--- src/rtl/lsrs_pkg.sv ---
`timescale 1ns / 1ps
package lsrs_pkg;

	localparam int unsigned ADDR_W = 5;
	localparam int unsigned DATA_W = 32;

	// register indexes (paddr[4:2])
	localparam logic [2:0] REG_HEARTBEAT     = 3'd0;
	localparam logic [2:0] REG_LOW_POWER     = 3'd1;
	localparam logic [2:0] REG_FAST_RETRY    = 3'd2;
	localparam logic [2:0] REG_SLOW_RETRY    = 3'd3;
	localparam logic [2:0] REG_CONN_TIMEOUT  = 3'd4;
	localparam logic [2:0] REG_FAST_LIMIT    = 3'd5;
	localparam logic [2:0] REG_TOTAL_LIMIT   = 3'd6;

	// input functions
	localparam logic [2:0] FN_TICK         = 3'd0;
	localparam logic [2:0] FN_CONNECTED    = 3'd1;
	localparam logic [2:0] FN_DISCONNECTED = 3'd2;
	localparam logic [2:0] FN_SUBSCRIBED   = 3'd3;
	localparam logic [2:0] FN_FALL         = 3'd4;
	localparam logic [2:0] FN_CLEARED      = 3'd5;
	localparam logic [2:0] FN_BATTERY      = 3'd6;
	localparam logic [2:0] FN_SHUTDOWN     = 3'd7;

	// actions
	localparam logic [3:0] ACT_NONE         = 4'd0;
	localparam logic [3:0] ACT_CONNECT      = 4'd1;
	localparam logic [3:0] ACT_DISCONNECT   = 4'd2;
	localparam logic [3:0] ACT_SUBSCRIBE    = 4'd3;
	localparam logic [3:0] ACT_FALL         = 4'd4;
	localparam logic [3:0] ACT_RESOLVED     = 4'd5;
	localparam logic [3:0] ACT_BATTERY      = 4'd6;
	localparam logic [3:0] ACT_REGISTRATION = 4'd7;
	localparam logic [3:0] ACT_HEARTBEAT    = 4'd8;

	// link states
	localparam logic [3:0] LS_INIT        = 4'd0;
	localparam logic [3:0] LS_NETOK       = 4'd1;
	localparam logic [3:0] LS_CONNECTING  = 4'd2;
	localparam logic [3:0] LS_CONNECTED   = 4'd3;
	localparam logic [3:0] LS_SUBSCRIBED  = 4'd4;
	localparam logic [3:0] LS_FAST        = 4'd5;
	localparam logic [3:0] LS_SLOW        = 4'd6;
	localparam logic [3:0] LS_SUBSCRIBING = 4'd7;
	localparam logic [3:0] LS_RESTART     = 4'd8;

	// scheduler intervals
	localparam logic [2:0] FALL_IVL     = 3'd4;
	localparam logic [3:0] RESOLVED_IVL = 4'd10;
	localparam logic [4:0] BATTERY_IVL  = 5'd20;
	localparam logic [2:0] REG_IVL      = 3'd4;
	localparam logic [1:0] GRACE        = 2'd2;
	localparam logic [6:0] LEVEL_MAX    = 7'd100;

	// x/10 == (x * 0xCCCD) >> 19 for every 16-bit x
	localparam logic [16:0] TENTH_MUL = 17'd52429;
	localparam int unsigned TENTH_SHIFT = 19;

	typedef struct packed {
		logic [15:0] heartbeat_ticks;
		logic [15:0] low_power_ticks;
		logic [15:0] heartbeat_fast;   // max(heartbeat_ticks / 10, 1)
		logic [15:0] low_power_fast;   // max(low_power_ticks / 10, 1)
		logic [7:0]  fast_retry_ticks;
		logic [7:0]  slow_retry_ticks;
		logic [7:0]  connect_timeout_ticks;
		logic [5:0]  fast_attempt_limit;
		logic [5:0]  total_attempt_limit;
	} lsrs_cfg_t;

	// speed-up interval of the heartbeat while an alarm is active
	function automatic logic [15:0] tenth_min1(input logic [15:0] x);
		logic [34:0] prod;
		logic [15:0] q;
		prod = {19'd0, x} * {18'd0, TENTH_MUL};
		q = prod[TENTH_SHIFT +: 16];
		return (q == 16'd0) ? 16'd1 : q;
	endfunction

endpackage

--- src/rtl/lsrs_item_if.sv ---
`timescale 1ns / 1ps
interface lsrs_item_if;
	logic       valid;
	logic       ready;
	logic [2:0] func;
	logic       net_up;
	logic       queue_ok;
	logic [6:0] level;

	modport source (output valid, output func, output net_up, output queue_ok, output level,
		input ready);
	modport sink (input valid, input func, input net_up, input queue_ok, input level,
		output ready);
endinterface

--- src/rtl/lsrs_result_if.sv ---
`timescale 1ns / 1ps
interface lsrs_result_if;
	logic       valid;
	logic       ready;
	logic [3:0] action;
	logic [6:0] report_level;
	logic       alarm_flag;
	logic [3:0] link_state;

	modport source (output valid, output action, output report_level, output alarm_flag,
		output link_state, input ready);
	modport sink (input valid, input action, input report_level, input alarm_flag,
		input link_state, output ready);
endinterface

--- src/rtl/link_supervisor_retry_scheduler_top.sv ---
`timescale 1ns / 1ps
// Link supervisor with publish retry scheduler.
//
// Channels: "item" carries one tick or link event per transaction (func,
// net_up, queue_ok, level); "result" returns exactly one transaction per
// item (action, report_level, alarm_flag, link_state). Both are valid/ready.
// The APB port holds the seven timing/limit registers at byte address 4*i;
// pready is tied high, so a write lands on the access cycle.
//
// Path: an accepted item goes into the input register, then through one pass
// of next-state logic into the result register.
// Throughput: one item per cycle while results are taken; the whole supervisor
// state updates in a single pass of compares and saturating counter increments.
//
// Reset: link in init, registration pending, all other counters and flags clear,
// registers at their defaults. No result is pending after reset.
// Stall: when result is not taken, the result register holds and the input
// register keeps its item; item.ready drops only when both are full.
// After a shutdown item the block keeps answering with action none and
// frozen outputs until the next reset.
module link_supervisor_retry_scheduler_top import lsrs_pkg::*; (
	input  logic              clk,
	input  logic              arst_n,
	lsrs_item_if.sink         item,
	lsrs_result_if.source     result,
	input  logic              psel,
	input  logic              penable,
	input  logic              pwrite,
	input  logic [ADDR_W-1:0] paddr,
	input  logic [DATA_W-1:0] pwdata,
	output logic [DATA_W-1:0] prdata,
	output logic              pready
);

	typedef struct packed {
		logic [3:0]  link_mode;
		logic [7:0]  connect_wait;
		logic [7:0]  retry_wait;
		logic [5:0]  attempt_count;
		logic        fall_pending;
		logic [2:0]  fall_wait;
		logic        resolved_pending;
		logic [3:0]  resolved_wait;
		logic        battery_pending;
		logic [4:0]  battery_wait;
		logic [6:0]  held_level;
		logic        registration_pending;
		logic [2:0]  registration_wait;
		logic [15:0] beat_count;
		logic        alarm_on;
		logic [1:0]  grace_left;
		logic        low_power;
		logic        dead;
	} sup_state_t;

	// state after reset: link in init, registration pending, rest clear
	localparam sup_state_t SUP_RESET = '{link_mode: LS_INIT, registration_pending: 1'b1,
		default: '0};

	lsrs_cfg_t  cfg;
	sup_state_t st_q, st_n;
	logic [3:0] act_n;

	// input register
	logic       valid_s1;
	logic [2:0] func_s1;
	logic       net_up_s1;
	logic       queue_ok_s1;
	logic [6:0] level_s1;

	// result register
	logic       res_valid_q;
	logic [3:0] action_q;

	logic advance;

	lsrs_cfg u_cfg (
		.clk     (clk),
		.arst_n  (arst_n),
		.psel    (psel),
		.penable (penable),
		.pwrite  (pwrite),
		.paddr   (paddr),
		.pwdata  (pwdata),
		.prdata  (prdata),
		.pready  (pready),
		.cfg     (cfg)
	);

	// -------- handshake and staging --------
	assign advance    = valid_s1 & (~res_valid_q | result.ready);
	assign item.ready = ~valid_s1 | advance;

	always_ff @(posedge clk or negedge arst_n) begin
		if (!arst_n) begin
			valid_s1 <= 1'b0;
		end else if (item.ready) begin
			valid_s1 <= item.valid;
		end
	end

	always_ff @(posedge clk) begin
		if (item.valid && item.ready) begin
			func_s1     <= item.func;
			net_up_s1   <= item.net_up;
			queue_ok_s1 <= item.queue_ok;
			level_s1    <= item.level;
		end
	end

	always_ff @(posedge clk or negedge arst_n) begin
		if (!arst_n) begin
			res_valid_q <= 1'b0;
		end else if (advance) begin
			res_valid_q <= 1'b1;
		end else if (result.ready) begin
			res_valid_q <= 1'b0;
		end
	end

	always_ff @(posedge clk) begin
		if (advance) begin
			action_q <= act_n;
		end
	end

	// state doubles as the rest of the result payload: it only moves on advance
	always_ff @(posedge clk or negedge arst_n) begin
		if (!arst_n) begin
			st_q <= SUP_RESET;
		end else if (advance) begin
			st_q <= st_n;
		end
	end

	assign result.valid        = res_valid_q;
	assign result.action       = action_q;
	assign result.report_level = st_q.held_level;
	assign result.alarm_flag   = st_q.alarm_on;
	assign result.link_state   = st_q.link_mode;

	// -------- next-state logic --------
	// Written as one ordered pass: a later step sees what an earlier step
	// did on the same tick (timeout -> backoff -> immediate retry).
	always_comb begin
		logic        done;
		logic [15:0] ivl;
		logic [15:0] ivl_fast;
		logic [7:0]  retry_ivl;

		st_n      = st_q;
		act_n     = ACT_NONE;
		done      = 1'b0;
		ivl       = st_q.low_power ? cfg.low_power_ticks : cfg.heartbeat_ticks;
		ivl_fast  = st_q.low_power ? cfg.low_power_fast : cfg.heartbeat_fast;
		retry_ivl = 8'd0;

		if (!st_q.dead) begin
			case (func_s1)
				FN_TICK: begin
					if (st_n.link_mode == LS_INIT && net_up_s1) begin
						st_n.link_mode = LS_NETOK;
					end
					if (st_n.link_mode == LS_NETOK) begin
						act_n          = ACT_CONNECT;
						st_n.link_mode = LS_CONNECTING;
					end
					if (st_n.link_mode == LS_CONNECTING) begin
						st_n.connect_wait = (st_n.connect_wait == 8'hFF) ? 8'hFF
							: st_n.connect_wait + 8'd1;
						if (st_n.connect_wait >= cfg.connect_timeout_ticks) begin
							act_n             = ACT_DISCONNECT;
							st_n.retry_wait   = 8'd0;
							st_n.connect_wait = 8'd0;
							if (st_n.attempt_count >= cfg.total_attempt_limit) begin
								st_n.link_mode = LS_RESTART;
							end else if (st_n.attempt_count >= cfg.fast_attempt_limit) begin
								st_n.link_mode = LS_SLOW;
							end else begin
								st_n.link_mode = LS_FAST;
							end
						end
					end
					if (st_n.link_mode == LS_CONNECTED) begin
						act_n          = ACT_SUBSCRIBE;
						st_n.link_mode = LS_SUBSCRIBING;
					end
					if (st_n.link_mode == LS_SUBSCRIBED) begin
						// fixed-priority publish scheduler, one attempt per tick
						act_n = ACT_NONE;
						if (st_n.fall_pending) begin
							st_n.fall_wait = (st_n.fall_wait == 3'd7) ? 3'd7
								: st_n.fall_wait + 3'd1;
							if (st_n.fall_wait >= FALL_IVL) begin
								st_n.fall_wait = 3'd0;
								done           = 1'b1;
								if (queue_ok_s1) begin
									st_n.fall_pending = 1'b0;
									act_n             = ACT_FALL;
								end
							end
						end
						if (!done && st_n.resolved_pending) begin
							st_n.resolved_wait = (st_n.resolved_wait == 4'd15) ? 4'd15
								: st_n.resolved_wait + 4'd1;
							if (st_n.resolved_wait >= RESOLVED_IVL) begin
								st_n.resolved_wait = 4'd0;
								done               = 1'b1;
								if (queue_ok_s1) begin
									st_n.resolved_pending = 1'b0;
									act_n                 = ACT_RESOLVED;
								end
							end
						end
						if (!done && st_n.battery_pending) begin
							st_n.battery_wait = (st_n.battery_wait == 5'd31) ? 5'd31
								: st_n.battery_wait + 5'd1;
							if (st_n.battery_wait >= BATTERY_IVL) begin
								st_n.battery_wait = 5'd0;
								done              = 1'b1;
								if (queue_ok_s1) begin
									st_n.battery_pending = 1'b0;
									act_n                = ACT_BATTERY;
								end
							end
						end
						if (!done && st_n.registration_pending) begin
							st_n.registration_wait = (st_n.registration_wait == 3'd7) ? 3'd7
								: st_n.registration_wait + 3'd1;
							if (st_n.registration_wait >= REG_IVL) begin
								st_n.registration_wait = 3'd0;
								done                   = 1'b1;
								if (queue_ok_s1) begin
									st_n.registration_pending = 1'b0;
									act_n                     = ACT_REGISTRATION;
								end
							end
						end
						if (!done) begin
							st_n.beat_count = (st_n.beat_count == 16'hFFFF) ? 16'hFFFF
								: st_n.beat_count + 16'd1;
							if (st_n.alarm_on && st_n.grace_left != 2'd0) begin
								st_n.grace_left = st_n.grace_left - 2'd1;
							end else if (st_n.alarm_on) begin
								if (st_n.beat_count >= ivl_fast) begin
									st_n.beat_count = 16'd0;
									act_n = queue_ok_s1 ? ACT_HEARTBEAT : ACT_NONE;
								end
							end else if (st_n.beat_count >= ivl) begin
								st_n.beat_count = 16'd0;
								act_n = queue_ok_s1 ? ACT_HEARTBEAT : ACT_NONE;
							end
						end
					end
					if (st_n.link_mode == LS_FAST || st_n.link_mode == LS_SLOW) begin
						retry_ivl = (st_n.link_mode == LS_FAST) ? cfg.fast_retry_ticks
							: cfg.slow_retry_ticks;
						st_n.retry_wait = (st_n.retry_wait == 8'hFF) ? 8'hFF
							: st_n.retry_wait + 8'd1;
						if (st_n.retry_wait >= retry_ivl) begin
							st_n.retry_wait = 8'd0;
							if (net_up_s1) begin
								st_n.attempt_count = (st_n.attempt_count == 6'd63) ? 6'd63
									: st_n.attempt_count + 6'd1;
								st_n.connect_wait = 8'd0;
								act_n             = ACT_CONNECT;
								st_n.link_mode    = LS_CONNECTING;
							end
						end
					end
				end
				FN_CONNECTED: begin
					st_n.attempt_count = 6'd0;
					st_n.retry_wait    = 8'd0;
					st_n.connect_wait  = 8'd0;
					st_n.link_mode     = LS_CONNECTED;
				end
				FN_DISCONNECTED: begin
					st_n.retry_wait   = 8'd0;
					st_n.connect_wait = 8'd0;
					if (st_q.attempt_count >= cfg.total_attempt_limit) begin
						st_n.link_mode = LS_RESTART;
					end else if (st_q.attempt_count >= cfg.fast_attempt_limit) begin
						st_n.link_mode = LS_SLOW;
					end else begin
						st_n.link_mode = LS_FAST;
					end
				end
				FN_SUBSCRIBED: begin
					st_n.link_mode            = LS_SUBSCRIBED;
					st_n.registration_pending = 1'b1;
					st_n.registration_wait    = REG_IVL;
					if (st_q.alarm_on) begin
						st_n.fall_pending = 1'b1;
						st_n.fall_wait    = FALL_IVL;
					end
				end
				FN_FALL: begin
					if (!st_q.alarm_on) begin
						st_n.alarm_on     = 1'b1;
						st_n.grace_left   = GRACE;
						st_n.fall_pending = 1'b1;
						st_n.fall_wait    = FALL_IVL;
					end
				end
				FN_CLEARED: begin
					st_n.alarm_on         = 1'b0;
					st_n.resolved_pending = 1'b1;
				end
				FN_BATTERY: begin
					if (!st_q.low_power) begin
						st_n.low_power  = 1'b1;
						st_n.beat_count = 16'd0;
					end
					st_n.held_level      = (level_s1 > LEVEL_MAX) ? LEVEL_MAX : level_s1;
					st_n.battery_pending = 1'b1;
					st_n.battery_wait    = BATTERY_IVL;
				end
				FN_SHUTDOWN: begin
					st_n.dead     = 1'b1;
					st_n.alarm_on = 1'b0;
					if (st_q.link_mode inside {LS_CONNECTED, LS_SUBSCRIBED,
							LS_SUBSCRIBING, LS_CONNECTING}) begin
						act_n = ACT_DISCONNECT;
					end
					st_n.link_mode = LS_RESTART;
				end
				default: ;
			endcase
		end
	end

	// -------- assertions --------
	// shutdown is permanent until reset
	a_dead_sticky: assert property (@(posedge clk) disable iff (!arst_n)
		st_q.dead |=> st_q.dead)
		else $error("supervisor left shutdown without reset");

	// items after shutdown produce no action and leave the link in restart
	a_dead_silent: assert property (@(posedge clk) disable iff (!arst_n)
		(advance && st_q.dead) |=> (action_q == ACT_NONE && st_q.link_mode == LS_RESTART))
		else $error("action issued after shutdown");

	// publishes only come out of the subscribed state
	a_publish_subscribed: assert property (@(posedge clk) disable iff (!arst_n)
		(res_valid_q && action_q >= ACT_FALL) |-> (st_q.link_mode == LS_SUBSCRIBED))
		else $error("publish action outside subscribed state");

	// every processed item lands in the result register
	a_result_loaded: assert property (@(posedge clk) disable iff (!arst_n)
		advance |=> res_valid_q)
		else $error("processed transaction has no result");

endmodule

--- src/rtl/lsrs_cfg.sv ---
`timescale 1ns / 1ps
module lsrs_cfg import lsrs_pkg::*; (
	input  logic              clk,
	input  logic              arst_n,
	input  logic              psel,
	input  logic              penable,
	input  logic              pwrite,
	input  logic [ADDR_W-1:0] paddr,
	input  logic [DATA_W-1:0] pwdata,
	output logic [DATA_W-1:0] prdata,
	output logic              pready,
	output lsrs_cfg_t         cfg
);

	lsrs_cfg_t  cfg_q;
	logic       wr_en;
	logic [2:0] idx;

	assign pready = 1'b1;
	assign wr_en  = psel & penable & pwrite;
	assign idx    = paddr[4:2];
	assign cfg    = cfg_q;

	// the divided heartbeat intervals are captured with the write itself
	always_ff @(posedge clk or negedge arst_n) begin
		if (!arst_n) begin
			cfg_q.heartbeat_ticks       <= 16'd60;
			cfg_q.low_power_ticks       <= 16'd240;
			cfg_q.heartbeat_fast        <= 16'd6;
			cfg_q.low_power_fast        <= 16'd24;
			cfg_q.fast_retry_ticks      <= 8'd10;
			cfg_q.slow_retry_ticks      <= 8'd120;
			cfg_q.connect_timeout_ticks <= 8'd40;
			cfg_q.fast_attempt_limit    <= 6'd5;
			cfg_q.total_attempt_limit   <= 6'd32;
		end else if (wr_en) begin
			case (idx)
				REG_HEARTBEAT: begin
					cfg_q.heartbeat_ticks <= pwdata[15:0];
					cfg_q.heartbeat_fast  <= tenth_min1(pwdata[15:0]);
				end
				REG_LOW_POWER: begin
					cfg_q.low_power_ticks <= pwdata[15:0];
					cfg_q.low_power_fast  <= tenth_min1(pwdata[15:0]);
				end
				REG_FAST_RETRY:   cfg_q.fast_retry_ticks      <= pwdata[7:0];
				REG_SLOW_RETRY:   cfg_q.slow_retry_ticks      <= pwdata[7:0];
				REG_CONN_TIMEOUT: cfg_q.connect_timeout_ticks <= pwdata[7:0];
				REG_FAST_LIMIT:   cfg_q.fast_attempt_limit    <= pwdata[5:0];
				REG_TOTAL_LIMIT:  cfg_q.total_attempt_limit   <= pwdata[5:0];
				default: ;
			endcase
		end
	end

	always_comb begin
		case (idx)
			REG_HEARTBEAT:    prdata = {16'd0, cfg_q.heartbeat_ticks};
			REG_LOW_POWER:    prdata = {16'd0, cfg_q.low_power_ticks};
			REG_FAST_RETRY:   prdata = {24'd0, cfg_q.fast_retry_ticks};
			REG_SLOW_RETRY:   prdata = {24'd0, cfg_q.slow_retry_ticks};
			REG_CONN_TIMEOUT: prdata = {24'd0, cfg_q.connect_timeout_ticks};
			REG_FAST_LIMIT:   prdata = {26'd0, cfg_q.fast_attempt_limit};
			REG_TOTAL_LIMIT:  prdata = {26'd0, cfg_q.total_attempt_limit};
			default:          prdata = '0;
		endcase
	end

endmodule

--- src/flat_wrapper.sv ---
// flat-port wrapper written by rule: the top's interface ports become plain ports
module link_supervisor_retry_scheduler_top_flat import lsrs_pkg::*;
  (clk, arst_n, psel, penable, pwrite, paddr, pwdata, prdata, pready, item_valid, item_func, item_net_up, item_queue_ok, item_level, item_ready, result_valid, result_action, result_report_level, result_alarm_flag, result_link_state, result_ready);
  lsrs_item_if item_i ();
  lsrs_result_if result_i ();
  input  logic clk;
  input  logic arst_n;
  input  logic psel;
  input  logic penable;
  input  logic pwrite;
  input  logic [ADDR_W-1:0] paddr;
  input  logic [DATA_W-1:0] pwdata;
  output logic [DATA_W-1:0] prdata;
  output logic pready;
  input wire logic [$bits(item_i.valid)-1:0] item_valid;
  input wire logic [$bits(item_i.func)-1:0] item_func;
  input wire logic [$bits(item_i.net_up)-1:0] item_net_up;
  input wire logic [$bits(item_i.queue_ok)-1:0] item_queue_ok;
  input wire logic [$bits(item_i.level)-1:0] item_level;
  output wire logic [$bits(item_i.ready)-1:0] item_ready;
  output wire logic [$bits(result_i.valid)-1:0] result_valid;
  output wire logic [$bits(result_i.action)-1:0] result_action;
  output wire logic [$bits(result_i.report_level)-1:0] result_report_level;
  output wire logic [$bits(result_i.alarm_flag)-1:0] result_alarm_flag;
  output wire logic [$bits(result_i.link_state)-1:0] result_link_state;
  input wire logic [$bits(result_i.ready)-1:0] result_ready;
  assign item_i.valid = item_valid;
  assign item_i.func = item_func;
  assign item_i.net_up = item_net_up;
  assign item_i.queue_ok = item_queue_ok;
  assign item_i.level = item_level;
  assign item_ready = item_i.ready;
  assign result_valid = result_i.valid;
  assign result_action = result_i.action;
  assign result_report_level = result_i.report_level;
  assign result_alarm_flag = result_i.alarm_flag;
  assign result_link_state = result_i.link_state;
  assign result_i.ready = result_ready;
  link_supervisor_retry_scheduler_top u_core (.clk(clk), .arst_n(arst_n), .item(item_i), .result(result_i), .psel(psel), .penable(penable), .pwrite(pwrite), .paddr(paddr), .pwdata(pwdata), .prdata(prdata), .pready(pready));
endmodule
--- config.mk ---
export PLATFORM = sky130hd
export DESIGN_NAME = link_supervisor_retry_scheduler_top_flat
export DESIGN_NICKNAME = d
export VERILOG_FILES = /design/src/rtl/lsrs_pkg.sv /design/src/rtl/lsrs_item_if.sv /design/src/rtl/lsrs_result_if.sv /design/src/rtl/link_supervisor_retry_scheduler_top.sv /design/src/rtl/lsrs_cfg.sv /design/src/flat_wrapper.sv
export SDC_FILE = /design/constraint.sdc
export NUM_CORES = 1
export LEC_CHECK = 0
export BUFFER_PORTS_ARGS = -buffer_cell sky130_fd_sc_hd__buf_4
export CAP_MARGIN = 20
export CORE_ASPECT_RATIO = 0.75
export CORE_MARGIN = 1.5
export CORE_UTILIZATION = 50
export CTS_CLUSTER_DIAMETER = 150
export CTS_CLUSTER_SIZE = 30
export DETAILED_ROUTE_END_ITERATION = 6
export GPL_TIMING_DRIVEN = 1
export PLACE_DENSITY = 0.68
export SYNTH_ARGS = -nofsm -noshare
export SYNTH_HDL_FRONTEND = slang
export SYNTH_HIERARCHICAL = 1
export SYNTH_SLANG_ARGS = --single-unit
--- constraint.sdc ---
create_clock -name clk -period 10.9 [get_ports clk]
set_clock_uncertainty 0.2 [all_clocks]
set_input_delay 0.545 -clock clk [delete_from_list [all_inputs] [get_ports clk]]
set_output_delay 0.545 -clock clk [all_outputs]
set_load 0.05 [all_outputs]
==> results of run 1 <==
## layout by cell type (no fill, tap or decap), types with 19 or more instances in the layout
master / synthesis / final
a21o_1: 19 / 19
fa_1: 79 / 79
inv_1: 232 / 232
mux2_2: 50 / 50
nand4_1: 20 / 20
buf_4: 38 / 82
mux2i_1: 59 / 59
nand3_1: 56 / 56
nand2b_1: 19 / 19
o21ai_0: 71 / 71
conb_1: 2 / 23
dfrtp_1: 145 / 144
nand2_1: 223 / 223
ha_1: 201 / 201
xnor2_1: 22 / 22
a31oi_1: 25 / 25
dfstp_2: 24 / 24
nor2_1: 88 / 88
a21oi_1: 62 / 62
## registers in the layout (all words and copies together) (netlist names)
signal                      flops
u_core/func_s1                  3
u_core/result.valid             1
u_core/net_up_s1                1
u_core/result.alarm_flag        1
u_core/result.link_state        4
u_core/valid_s1                 1
u_core/queue_ok_s1              1
u_core/level_s1                 7
u_core/st_q                    61
u_core/result.action            4
u_core/u_cfg/cfg               94
u_core/result.report_level      7
## synthesized netlist by cell type (7+ instances only)
master,count,area [um^2]
clkbuf_1,44,165.2
edfxtp_1,16,480.5
o21ai_0,71,355.3
o31ai_1,7,52.55
or3_1,8,50.05
a21oi_1,62,310.3
or2_2,10,62.56
nor4_1,7,43.79
nand2_1,223,837.1
buf_4,38,285.3
and3_1,16,100.1
nand2b_1,19,118.9
mux2i_1,59,590.6
a211oi_1,8,60.06
and2_1,7,43.79
nor3_1,18,90.09
mux2_2,50,563.0
a22o_1,16,140.1
dfstp_2,24,630.6
nor2_1,88,330.3
fa_1,79,1582
nand3_1,56,280.3
xnor2_1,22,192.7
nand4_1,20,125.1
a22oi_1,14,105.1
a41oi_1,7,61.31
o211ai_1,14,105.1
xor2_1,13,113.9
nor2b_1,15,93.84
o21bai_1,9,67.56
ha_1,201,2515
inv_1,232,870.8
a21o_1,19,142.6
dfrtp_1,145,3628
a31oi_1,25,156.4
## critical path: stages (launching register included)
cell       delay (ns)
dfrtp_1          0.42
ha_1             0.22
and3_1           0.20
and3_1           0.22
nand3_1          0.20
and2_1           0.25
ha_1             0.26
nand2b_1         0.13
a2111oi_1        0.56
o211ai_1         0.29
nand2_1          0.30
and2_1           0.17
ha_1             0.22
nand3_1          0.14
nor2_1           0.19
and3_1           0.22
o21ai_0          0.29
o21ai_0          0.26
ha_1             0.31
a21o_1           0.18
a21o_1           0.17
a221oi_1         0.30
o21a_1           0.26
nor4_4           0.12
o31ai_2          0.56
a22o_1           0.25
## area by class of cell
| type | instances | area (um^2) |
|---|---|---|
| fillers | 2982 | 15100 |
| inverters | 232 | 870.8 |
| well taps | 450 | 563.0 |
| multi-input cells | 1328 | 10890 |
| diodes | 1 | 2.502 |
| clock buffers | 18 | 439.2 |
| clock inverters | 14 | 182.7 |
| repair buffers | 85 | 664.4 |
| flip-flops and latches | 185 | 4741 |
## power by group
part	switching [mW]	total (mW)	leakage, nW	internal, mW
combinational	1.85	3.01	6.52	1.16
clock	0.292	0.665	0.306	0.373
sequential	0.138	0.988	2.26	0.850
## cell families after synthesis
kind of cell / synth area share, %
compound gates: 15.08
xor+xnor: 1.805
fa+ha+maj: 24.12
buf+inv: 8.429
flops: 27.91
mux: 7.722
other cells: 0.04423
simple gates: 14.89
## how the worst min path moves through the flow
stage / start / to / slack [ns]
2_1_floorplan: arst_n / u_core/result.alarm_flag$_DFFE_PN0P_ / 0.05
5_1_grt: arst_n / u_core/result.report_level[6]$_DFFE_PN0P_ / 0.03
3_5_place_dp: u_core/u_cfg/cfg[53]$_DFFE_PN1P_ / u_core/u_cfg/cfg[53]$_DFFE_PN1P_ / 0.25
6_report: arst_n / u_core/result.report_level[6]$_DFFE_PN0P_ / -0.03
4_1_cts: arst_n / u_core/result.report_level[6]$_DFFE_PN0P_ / 0.01
3_3_place_gp: u_core/u_cfg/cfg[39]$_DFFE_PN1P_ / u_core/u_cfg/cfg[39]$_DFFE_PN1P_ / 0.25
## layer usage
metal	global-route usage, %	wire (um)	part of all wire, %	up-vias
met4	5.467	589	1.4	0
met1	39.00	21420	50	6591
met2	36.70	17830	42	460
met3	4.818	3053	7.1	48
li1	-	-	-	6361
met5	0	0	0	-
## metrics by stage
| stage | util [%] | setup slack, ns | cell area (um^2) | std cells |
|---|---|---|---|---|
| after floorplan | - | 4.998 | 17060 | 1842 |
| after global placement | 52.88 | 4.137 | 17690 | 2278 |
| after detailed placement | 52.91 | 4.034 | 17700 | 2279 |
| after CTS | 54.77 | 3.965 | 18320 | 2311 |
| after global routing | 54.85 | 3.282 | 18350 | 2312 |
| final | 54.86 | 3.912 | 18350 | 2313 |
==> impl_metrics.toml, run 1 <==
[synth]
synth_ff_type = "dfrtp_1"
syn_inst = 1821
ys_ff_latch = 185
syn_area_per_cell_um2 = 9.325
ys_seq_area_share_pct = 27.91
netlist_area_um2 = 16980
yosysWarningCount = 6
synth_edf_count = 16
async_reset_ff_share_pct = 91.35
netlist-cell-type-count = 112

[worst_setup_path]
ff2ff_path_depth = 25
crit_type = "flip-flop to flip-flop"
worstPathRequired_ns = 11.08
r2r_slack_ns = 3.91
crit_start = "u_core/st_q[61]$_DFFE_PN0P_"
critPathLaunchType = "flip-flop"
endpoint = "u_core/st_q[68]$_DFFE_PN0P_"
r2r_start = "u_core/st_q[61]$_DFFE_PN0P_"
worstPathArrival_ns = 7.17
end_kind = "flip-flop"
r2r_end = "u_core/st_q[68]$_DFFE_PN0P_"
critPathMaxFanout = 12

[drt]
drt_iter0_drc = 1051
first_pass_iters = 6
wl_mm = 42.90
wl_per_cell_um = 18.55
viasPerCell = 5.819
ant_nets = 0
vias = 13460
drc = 0

[grt]
grt.overflow.total = 0
grt_start_max_net_pins = 97
grt_pass1_vias = 13230
grt_pass1_wl_mm = 70.09
antenna_found_initial = 0
grt_use_total_pct = 25.36

[timing]
post-route-period-util_pct = 64.11
fmax_mhz = 143.1
worst_hold_slack_ns = -0.03432
grt_setup_unrepaired = "false"
tightest_slew_ns = 1.006
fin_setup_tns_ns = 0
finalSetupViolations = 0
hold_viol = 8
relSlewSlack_pct = 32.08
finalCriticalPeriod_ns = 6.988
slew_violations = 0

[die]
dieWidth_um = 215.8
die_area_um2 = 35090
die_h_um = 162.6
core-area_um2 = 33450
start_util_pct = 50.76
num_rows = 58
io_pins = 107

[clock_tree]
cts_tree = "built"
cts_buffer_depth = 2
clkTransAtPathRegs_ns = 0.07
htreeDepth = 4
insertion_delay_ns = 0.46
numCtsBuffers = 17
root_buffer = "clkbuf_16"
post_cts_buffers = 0
cts_hold_buf = 0
cts_sinks = 185
cts_resized = 0

[run_status]
status = "finished with violations"
violations = "negative hold slack"

[power]
p_leak_nw = 9.086
p_total_mw = 4.665
ir_worst_vdd_mv = 0.2612
power.density_nw_per_um2 = 254.2

[cells_and_area]
drive_gt1_share_pct = 13.53
syn2layout_area_growth_pct = 8.075
fin_nets = 2185

[min_path]
hp-class = "input port to async pin"

[placed_design]
gp_congestion = 0.9492
port_buffers = 71
hpwl_mm = 33.16

[flow_run]
cap_violations = 0
Note: power is estimated with default switching activity, not from simulation.
==> inputs of run 2 (changes only) <==
--- a/config.mk
+++ b/config.mk
@@ -14,7 +14,7 @@
 export CTS_CLUSTER_SIZE = 30
 export DETAILED_ROUTE_END_ITERATION = 6
 export GPL_TIMING_DRIVEN = 1
-export PLACE_DENSITY = 0.68
+export PLACE_DENSITY = 0.7
 export SYNTH_ARGS = -nofsm -noshare
 export SYNTH_HDL_FRONTEND = slang
 export SYNTH_HIERARCHICAL = 1
==> constraint.sdc (replaced) <==
create_clock -name clk -period 5.8 [get_ports clk]
set_clock_uncertainty 0.2 [all_clocks]
set_input_delay 0.29 -clock clk [delete_from_list [all_inputs] [get_ports clk]]
set_output_delay 0.29 -clock clk [all_outputs]
set_load 0.05 [all_outputs]
==> impl_metrics.toml, run 2 (same netlist as run 1, synthesis figures left out) <==
[power]
power.density_nw_per_um2 = 489.1
p_leak_nw = 9.544
ir_worst_vdd_mv = 0.4489
p_total_mw = 9.406

[timing]
fmax_mhz = 180.5
finalSetupViolations = 0
slew_violations = 0
tightest_slew_ns = 1.098
post-route-period-util_pct = 95.53
finalCriticalPeriod_ns = 5.541
fin_setup_tns_ns = 0
grt_setup_unrepaired = "false"
hold_viol = 0
relSlewSlack_pct = 26.83

[drt]
first_pass_iters = 6
drt_iter0_drc = 1300
wl_per_cell_um = 18.68
drc = 0
vias = 13840
wl_mm = 45.01
ant_nets = 0
viasPerCell = 5.747

[clock_tree]
insertion_delay_ns = 0.46
numCtsBuffers = 17
htreeDepth = 4
cts_buffer_depth = 2
root_buffer = "clkbuf_16"
cts_sinks = 185
cts_tree = "built"
clkTransAtPathRegs_ns = 0.07

[grt]
antenna_found_initial = 1
grt_pass1_vias = 13670
grt.overflow.total = 0
grt_pass1_wl_mm = 73.00
grt_start_max_net_pins = 69
grt_use_total_pct = 26.44

[die]
die_area_um2 = 35090
die_h_um = 162.6
start_util_pct = 50.76
io_pins = 107
num_rows = 58
dieWidth_um = 215.8
core-area_um2 = 33450

[worst_setup_path]
critPathMaxFanout = 4
slowest_stage = "fa_1"
worstPathArrival_ns = 5.72
worstPathRequired_ns = 5.97
crit_type = "input port to flip-flop"
ff2ff_path_depth = 27
slowest_delay_ns = 0.55
cp_top_family = "adder cells"
critPathBufInv = 5
cp_common_cell = "fa_1"
critPathLaunchType = "input port"
path_depth = 21
path_cells = "buf_4 -> ha_1 -> inv_1 -> fa_1 -> inv_1 -> fa_1 -> fa_1 -> fa_1 -> inv_1 -> fa_1 -> inv_1 -> ha_1 -> and3_4 -> a21bo_1 -> a31o_1 -> nor2_1 -> or4_1 -> a21o_1 -> nor4_2 -> nand4_1 -> a31oi_1"
end_kind = "flip-flop"

[cells_and_area]
final_cell_mix = "inv_1 (232), nand2_1 (223), ha_1 (198)"
n_antenna_cell = 0
final_common_cell = "inv_1"
syn2layout_area_growth_pct = 13.26
largest_register_ffs = 94
fin_nets = 2282
drive_gt1_share_pct = 18.27
design_area_um2 = 19230

[placed_design]
gp_congestion = 0.9528
port_buffers = 71
placed_area_um2 = 18270
hpwl_mm = 34.93

[min_path]
hp-class = "input port to flip-flop"
min_path_cells = 4

[run_status]
status = "completed"

[flow_run]
cap_violations = 0
==> run 2: cell count changes in the layout (fill, tap and decap cells not counted), moves of 3 or more <==
cell	previous run	this run
ha_1	201	198
nor2_2	0	4
clkinv_4	1	4
dlygate4sd3_1	0	16
nor3_2	0	3
nor2_1	88	84
o21ai_0	71	67
nor3_1	18	15
buf_4	82	164
inv_6	5	2
==> run 2: where the power goes <==
| group | internal, mW | switching (mW) |
|---|---|---|
| logic | 2.78 | 3.55 |
| registers | 1.60 | 0.305 |
| clock network | 0.610 | 0.566 |
| total | 4.99 | 4.42 |
==> run 2: repair_timing <==
item	in CTS	in global routing
endpoints found under the hold margin	72	0
hold buffers	16	0
gates resized for setup	8	26
gates cloned	0	0
setup buffers	4	2
pin swaps	5	14
setup endpoints to repair	16	32
==> run 2: worst register-to-register path: stages, from the launching register on <==
cell and delay [ns]:
dfrtp_1 0.38, ha_1 0.22, and3_4 0.19, and3_1 0.19, buf_4 0.13, buf_4 0.13
nor3_2 0.14, a21oi_1 0.08, ha_1 0.34, a21oi_2 0.17, buf_6 0.14, o211ai_1 0.12
nand2_1 0.12, and2_1 0.14, ha_2 0.20, nand3_2 0.10, nor2_2 0.14, buf_4 0.12
nor2_1 0.04, nor3_2 0.20, ha_1 0.30, o2111a_1 0.28, a221oi_2 0.30, o21a_1 0.23
nor4_4 0.06, buf_4 0.19, o21ai_4 0.21, mux2_2 0.37
==> run 2: layer usage <==
metal	vias to the layer above	track usage (%)	routed length, um
met1	6760	39.63	21690
met3	58	5.397	3322
met4	2	4.927	650
li1	6556	-	-
met2	468	39.54	19330
met5	-	0	11
==> run 2: layout make-up <==
cell class / instances / area, um^2
Sequential cell: 185 / 4741
Inverter: 232 / 870.8
Clock buffer: 17 / 425.4
Timing Repair Buffer: 182 / 1414
Clock inverter: 15 / 165.2
Fill cell: 2902 / 14220
Tap cell: 450 / 563.0
Multi-Input combinational cell: 1328 / 11050
==> run 2: per-stage QoR <==
| stage | utilization (%) | instances | worst slack (ns) | hold WS [ns] |
|---|---|---|---|---|
| detailed placement | 54.62 | 2355 | -0.2452 | 0.1291 |
| finish | 57.49 | 2409 | 0.2590 | 0.05530 |
| global placement | 54.62 | 2355 | -0.1366 | 0.1311 |
| global route | 57.49 | 2409 | 0.001616 | 0.04269 |
| floorplan | - | 1842 | 0.03290 | -0.2056 |
| CTS | 57.08 | 2407 | 0.006193 | 0.03554 |
==> run 2: path summary, 6_finish.rpt <==
check	from	endpoint	slack, ns
worst max-delay path	pwdata[7]	u_core/u_cfg/cfg[36]$_DFFE_PN0P_	0.26
max in group asynchronous	arst_n	u_core/u_cfg/cfg[13]$_DFFE_PN0P_	3.87
worst min register to register	u_core/u_cfg/cfg[53]$_DFFE_PN1P_	u_core/u_cfg/cfg[53]$_DFFE_PN1P_	0.26
worst max register to register	u_core/st_q[61]$_DFFE_PN0P_	u_core/st_q[47]$_DFFE_PN0P_	0.26
worst min-delay path	pwdata[5]	u_core/u_cfg/cfg[73]$_DFFE_PN1P_	0.06
min in group asynchronous	arst_n	u_core/result.report_level[5]$_DFFE_PN0P_	0.21
